### config.mk
export PLATFORM = sky130hd
export DESIGN_NAME = ppp_pik_div_pipe
export DESIGN_NICKNAME = d
export VERILOG_FILES = /design/src/hw/rtl/ppp_pik_div_pipe.sv
export SDC_FILE = /design/constraint.sdc
export NUM_CORES = 2
export LEC_CHECK = 0
export BUFFER_PORTS_ARGS = -buffer_cell sky130_fd_sc_hd__clkbuf_2
export CAP_MARGIN = 20
export CELL_PAD_IN_SITES_DETAIL_PLACEMENT = 1
export CELL_PAD_IN_SITES_GLOBAL_PLACEMENT = 2
export CORE_ASPECT_RATIO = 0.5
export CORE_MARGIN = 2
export CORE_UTILIZATION = 40
export CTS_CLUSTER_SIZE = 10
export DETAILED_ROUTE_END_ITERATION = 7
export PLACE_DENSITY = 0.79
export SLEW_MARGIN = 10
export SYNTH_ARGS = -nofsm -noshare
export SYNTH_HDL_FRONTEND = slang
export SYNTH_SLANG_ARGS = --single-unit
### constraint.sdc
create_clock -name aclk -period 4.65 [get_ports aclk]
set_input_delay 0.93 -clock aclk [delete_from_list [all_inputs] [get_ports aclk]]
set_output_delay 0.93 -clock aclk [all_outputs]
set_load 0.1 [all_outputs]
### src/hw/rtl/ppp_pik_div_pipe.sv
// ----------------------------------------------------------------------------
// ppp_pik_div_pipe
// Pipelined restoring divider, one quotient bit per stage, with sideband.
// ----------------------------------------------------------------------------
`default_nettype none

module ppp_pik_div_pipe #(
    parameter int NUM_W  = 34,
    parameter int DEN_W  = 25,
    parameter int SIDE_W = 1
) (
    input  wire logic              aclk,
    input  wire logic              aresetn,
    input  wire logic              adv,
    input  wire logic              in_valid,
    input  wire logic [NUM_W-1:0]  in_num,
    input  wire logic [DEN_W-1:0]  in_den,
    input  wire logic [SIDE_W-1:0] in_side,
    output logic                   out_valid,
    output logic [NUM_W-1:0]       out_quo,
    output logic [SIDE_W-1:0]      out_side
);

    logic              v_reg    [NUM_W];
    logic [DEN_W-1:0]  rem_reg  [NUM_W];
    logic [NUM_W-1:0]  num_reg  [NUM_W];
    logic [NUM_W-1:0]  quo_reg  [NUM_W];
    logic [DEN_W-1:0]  den_reg  [NUM_W];
    logic [SIDE_W-1:0] side_reg [NUM_W];

    for (genvar g = 0; g < NUM_W; g++) begin : g_stage
        logic              v_in;
        logic [DEN_W-1:0]  rem_in;
        logic [NUM_W-1:0]  num_in;
        logic [NUM_W-1:0]  quo_in;
        logic [DEN_W-1:0]  den_in;
        logic [SIDE_W-1:0] side_in;
        logic [DEN_W:0]    trial;
        logic [DEN_W:0]    diff;
        logic              ge;

        // stage inputs
        if (g == 0) begin : g_first
            assign v_in    = in_valid;
            assign rem_in  = '0;
            assign num_in  = in_num;
            assign quo_in  = '0;
            assign den_in  = in_den;
            assign side_in = in_side;
        end else begin : g_next
            assign v_in    = v_reg[g-1];
            assign rem_in  = rem_reg[g-1];
            assign num_in  = num_reg[g-1];
            assign quo_in  = quo_reg[g-1];
            assign den_in  = den_reg[g-1];
            assign side_in = side_reg[g-1];
        end

        // shift in one numerator bit, subtract when it fits
        assign trial = {rem_in, num_in[NUM_W-1]};
        assign diff  = trial - {1'b0, den_in};
        assign ge    = (trial >= {1'b0, den_in});

        always_ff @(posedge aclk) begin
            if (!aresetn) begin
                v_reg[g] <= 1'b0;
            end else if (adv) begin
                v_reg[g] <= v_in;
            end
        end

        always_ff @(posedge aclk) begin
            if (adv) begin
                rem_reg[g]  <= ge ? diff[DEN_W-1:0] : trial[DEN_W-1:0];
                num_reg[g]  <= num_in << 1;
                quo_reg[g]  <= {quo_in[NUM_W-2:0], ge};
                den_reg[g]  <= den_in;
                side_reg[g] <= side_in;
            end
        end
    end

    assign out_valid = v_reg[NUM_W-1];
    assign out_quo   = quo_reg[NUM_W-1];
    assign out_side  = side_reg[NUM_W-1];

endmodule

`default_nettype wire

==> key figures <==
Cells and area
  • P&R area growth vs syn: 12.1%
  • Net count reported at finish: 11833
  • Post-Layout Cell Count: 15491
  • Layout cells sized above 1: 8.61%
  • Final core utilization: 45.0%

Die
  • Die Height: 416 µm
  • Starting Density: 40.2%
  • Core Footprint: 339000 µm²
  • Rows: 151
  • Die footprint: 345000 µm²
  • Ports: 100
  • Die Wd: 829 µm

Synth
  • Syn nets: 11404
  • Warnings from Yosys: 0
  • Sequential share of the synthesized area: 63.4%
  • Ys async rst share: 0%
  • Mapped Cells: 10481
  • Post-synthesis simple-gate area fraction: 7.01%
  • FF+latch count, synth: 2874
  • Mux share of post-synthesis cell area: 2.01%
  • Synth top area cells: edfxtp_1 (63%), ha_1 (7.6%), inv_1 (3.0%)
  • Number of enable flip-flop cells after synthesis: 2873
  • Syn Area/Cell: 13.0 µm²
  • Synthesized area: 136000 µm²
  • Most common flop cell mapped by yosys: edfxtp_1
  • Post-synthesis adder-cell area fraction: 8.08%
  • Top cell type's share of synthesized area: 63.4%
  • XOR/XNOR Fraction of Synth Area: 4.33%
  • Unique masters post-synth: 84
  • Dominant cell type by area after synthesis: edfxtp_1
  • Largest family of logic cells by synthesized area: compound AO/OA/AOI/OAI gates
  • Post-synthesis compound-gate area fraction: 11.6%

Global route
  • Gr busiest metal: met2
  • Initial antenna violation count: 3
  • Wire length of the first global-routing pass: 451 mm
  • Met1 usage in global routing: 16.4%
  • GRT overflow: 0
  • Vias in the first global route: 85606
  • Met3 Usage GRT: 2.30%
  • Overall Global Routing Usage: 16.2%
  • GR Layer Usage met2: 32.2%
  • Pin count of the biggest net entering global routing: 162

Worst setup path
  • CP peak stage delay: 0.42 ns
  • CP most frequent cell: inv_1
  • Cell family with most CP delay: compound AO/OA/AOI/OAI gates
  • Critical path class: register to register
  • CP required: 5.26 ns
  • Bufs and invs on worst path: 3
  • CP Max Fanout: 31
  • CP max-delay cell: a311o_1
  • Crit path DAT: 4.90 ns
  • CP Cell Sequence: inv_1, ha_1, inv_1, fa_1, a21o_1, a21oi_2, o21bai_1, a2111oi_4, o31ai_1, a311o_1, a221o_1, a31oi_4, o41ai_4, buf_12, mux2_4
  • Critical Path Source Type: register
  • Crit. End Element: register

Placement
  • Post-DP HPWL: 210 mm
  • IO Port Bufs: 99
  • Placed cells: 15088
  • Routability congestion estimate: 0.899

Worst hold path
  • Worst hold path class: input port to register

Clock network
  • Clk slew on worst S/H paths: 0.06 ns
  • CTS Buf Count: 333
  • Hold_buf cts: 0
  • Clock sink count: 2874
  • Worst skew pair latency: 0.90 ns
  • CTS Buffer Depth: 4
  • Root buffer cell: clkbuf_16
  • TritonCTS clock tree: done
  • CTS H-tree lvls: 5

Power
  • Pwr per Cell Area: 666 nW/µm²
  • Worst VDD drop: 0.000329 V
  • Leak: 59.9 nW

Job
  • Max Cap Viol: 0

Routing
  • DRC: 0
  • Drt pass-1 iters: 5
  • Detailed router's first-iteration violation count: 3545
  • WL/cell: 18.4 µm
  • Total number of vias: 79533
  • Final wirelength: 285 mm
  • Antenna-violating nets left: 0
  • Via-per-instance ratio: 5.13

Status
  • Status: complete, no violations

STA
  • Max-slew violations: 0
  • Slew margin rel.: 23.7%
  • Least-Margin Pin Slew: 1.13 ns
  • Period Utilization, post-route: 92.2%
  • Count of final setup violators: 0
  • Setup TNS: 0 ns
  • RSZ-0062 raised after global routing: no
  • Worst Skew: 0.0460 ns
  • Final Hold Fails: 0
  • Final Critical Period: 4.29 ns
  • Peak Freq: 233 MHz
path summary, 6_finish.rpt:
kind / start / endpoint / slack [ns] / cells after the start
worst max-delay path: num_reg[6][32]$_DFFE_PP_ / rem_reg[7][1]$_DFFE_PP_ / 0.36 / 15
worst min register to register: num_reg[2][19]$_DFFE_PP_ / num_reg[3][20]$_DFFE_PP_ / 0.38 / 0
worst max register to register: num_reg[6][32]$_DFFE_PP_ / rem_reg[7][1]$_DFFE_PP_ / 0.36 / 15
worst min-delay path: in_num[4] / num_reg[0][4]$_DFFE_PP_ / 0.20 / 1
timing repair:
| item | CTS | global route |
|---|---|---|
| setup endpoints to repair | 0 | 4 |
| buffers inserted | 0 | 0 |
| resized for setup | 0 | 2 |
routing by layer:
metal,routed length [µm],share of wire [%]
met1,106000,37
met2,156000,55
met3,7320,2.6
met4,15000,5.3
met5,0,0
worst register-to-register path, cell delays in order, from the launching register on:
cell	delay (ns)
edfxtp_1	0.40
inv_1	0.07
ha_1	0.16
inv_1	0.06
fa_1	0.39
a21o_1	0.20
a21oi_2	0.17
o21bai_1	0.15
a2111oi_4	0.40
o31ai_1	0.16
a311o_1	0.42
a221o_1	0.41
a31oi_4	0.26
o41ai_4	0.20
buf_12	0.26
mux2_4	0.32
per-stage QoR:
step	worst slack [ns]	hold WS [ns]	area, µm²	total power, mW
after CTS	0.189	0.100	152000	103
after detailed placement	0.194	0.405	143000	79.4
final	0.362	0.203	152000	102
after global routing	0.119	0.126	152000	109
after global placement	0.149	0.400	143000	78.3
after floorplan	0.815	0.400	136000	67.7
Yosys cell counts (119+ instances only):
master       n
edfxtp_1  2873
inv_1     1084
ha_1       827
a21oi_1    804
o21ai_0    645
nand2_1    625
nor2_1     554
a21o_1     400
xnor2_1    387
xor2_1     286
mux2_2     222
clkbuf_1   140
nor2b_1    124
nand3_1    119
cell usage in the layout (no fill, tap or decap), types with 113 or more instances in the layout:
cell type     n
nor3_1      116
ha_1        827
edfxtp_1   2873
nor2_1      554
nand3_1     119
nand2b_1    113
mux2_2      222
a21o_1      400
buf_4       140
clkbuf_16   337
inv_1      1084
o21ai_0     644
nand2_1     625
xnor2_1     387
xor2_1      286
nor2b_1     124
a21oi_1     803
layout make-up:
type	instances	area [µm²]
repair buffers	281	2400
inverters	1084	4070
fillers	34563	186000
flip-flops and latches	2874	86300
multi-input cells	6336	45100
diodes	4	10.0
clock inverters	30	387
well taps	4513	5650
clock buffers	369	8550
cells by family (layout without fill, tap and decap cells):
logic type	after synthesis	in the layout
AO/OA/AOI/OAI	2540	2540
XOR/XNOR	673	673
adder cells (fa/ha/maj)	859	859
buffers and inverters	1271	1764
flip-flops	2874	2874
multiplexers	242	242
other	0	4
AND/OR/NAND/NOR	2022	2022
where the power goes:
group | switching [mW] | internal, mW | total (mW)
Combinational | 22.2 | 17.4 | 39.6
Clock | 9.93 | 13.0 | 22.9
Sequential | 2.93 | 36.2 | 39.1
Total | 35.1 | 66.6 | 102
(Power assumes the default switching activity.)
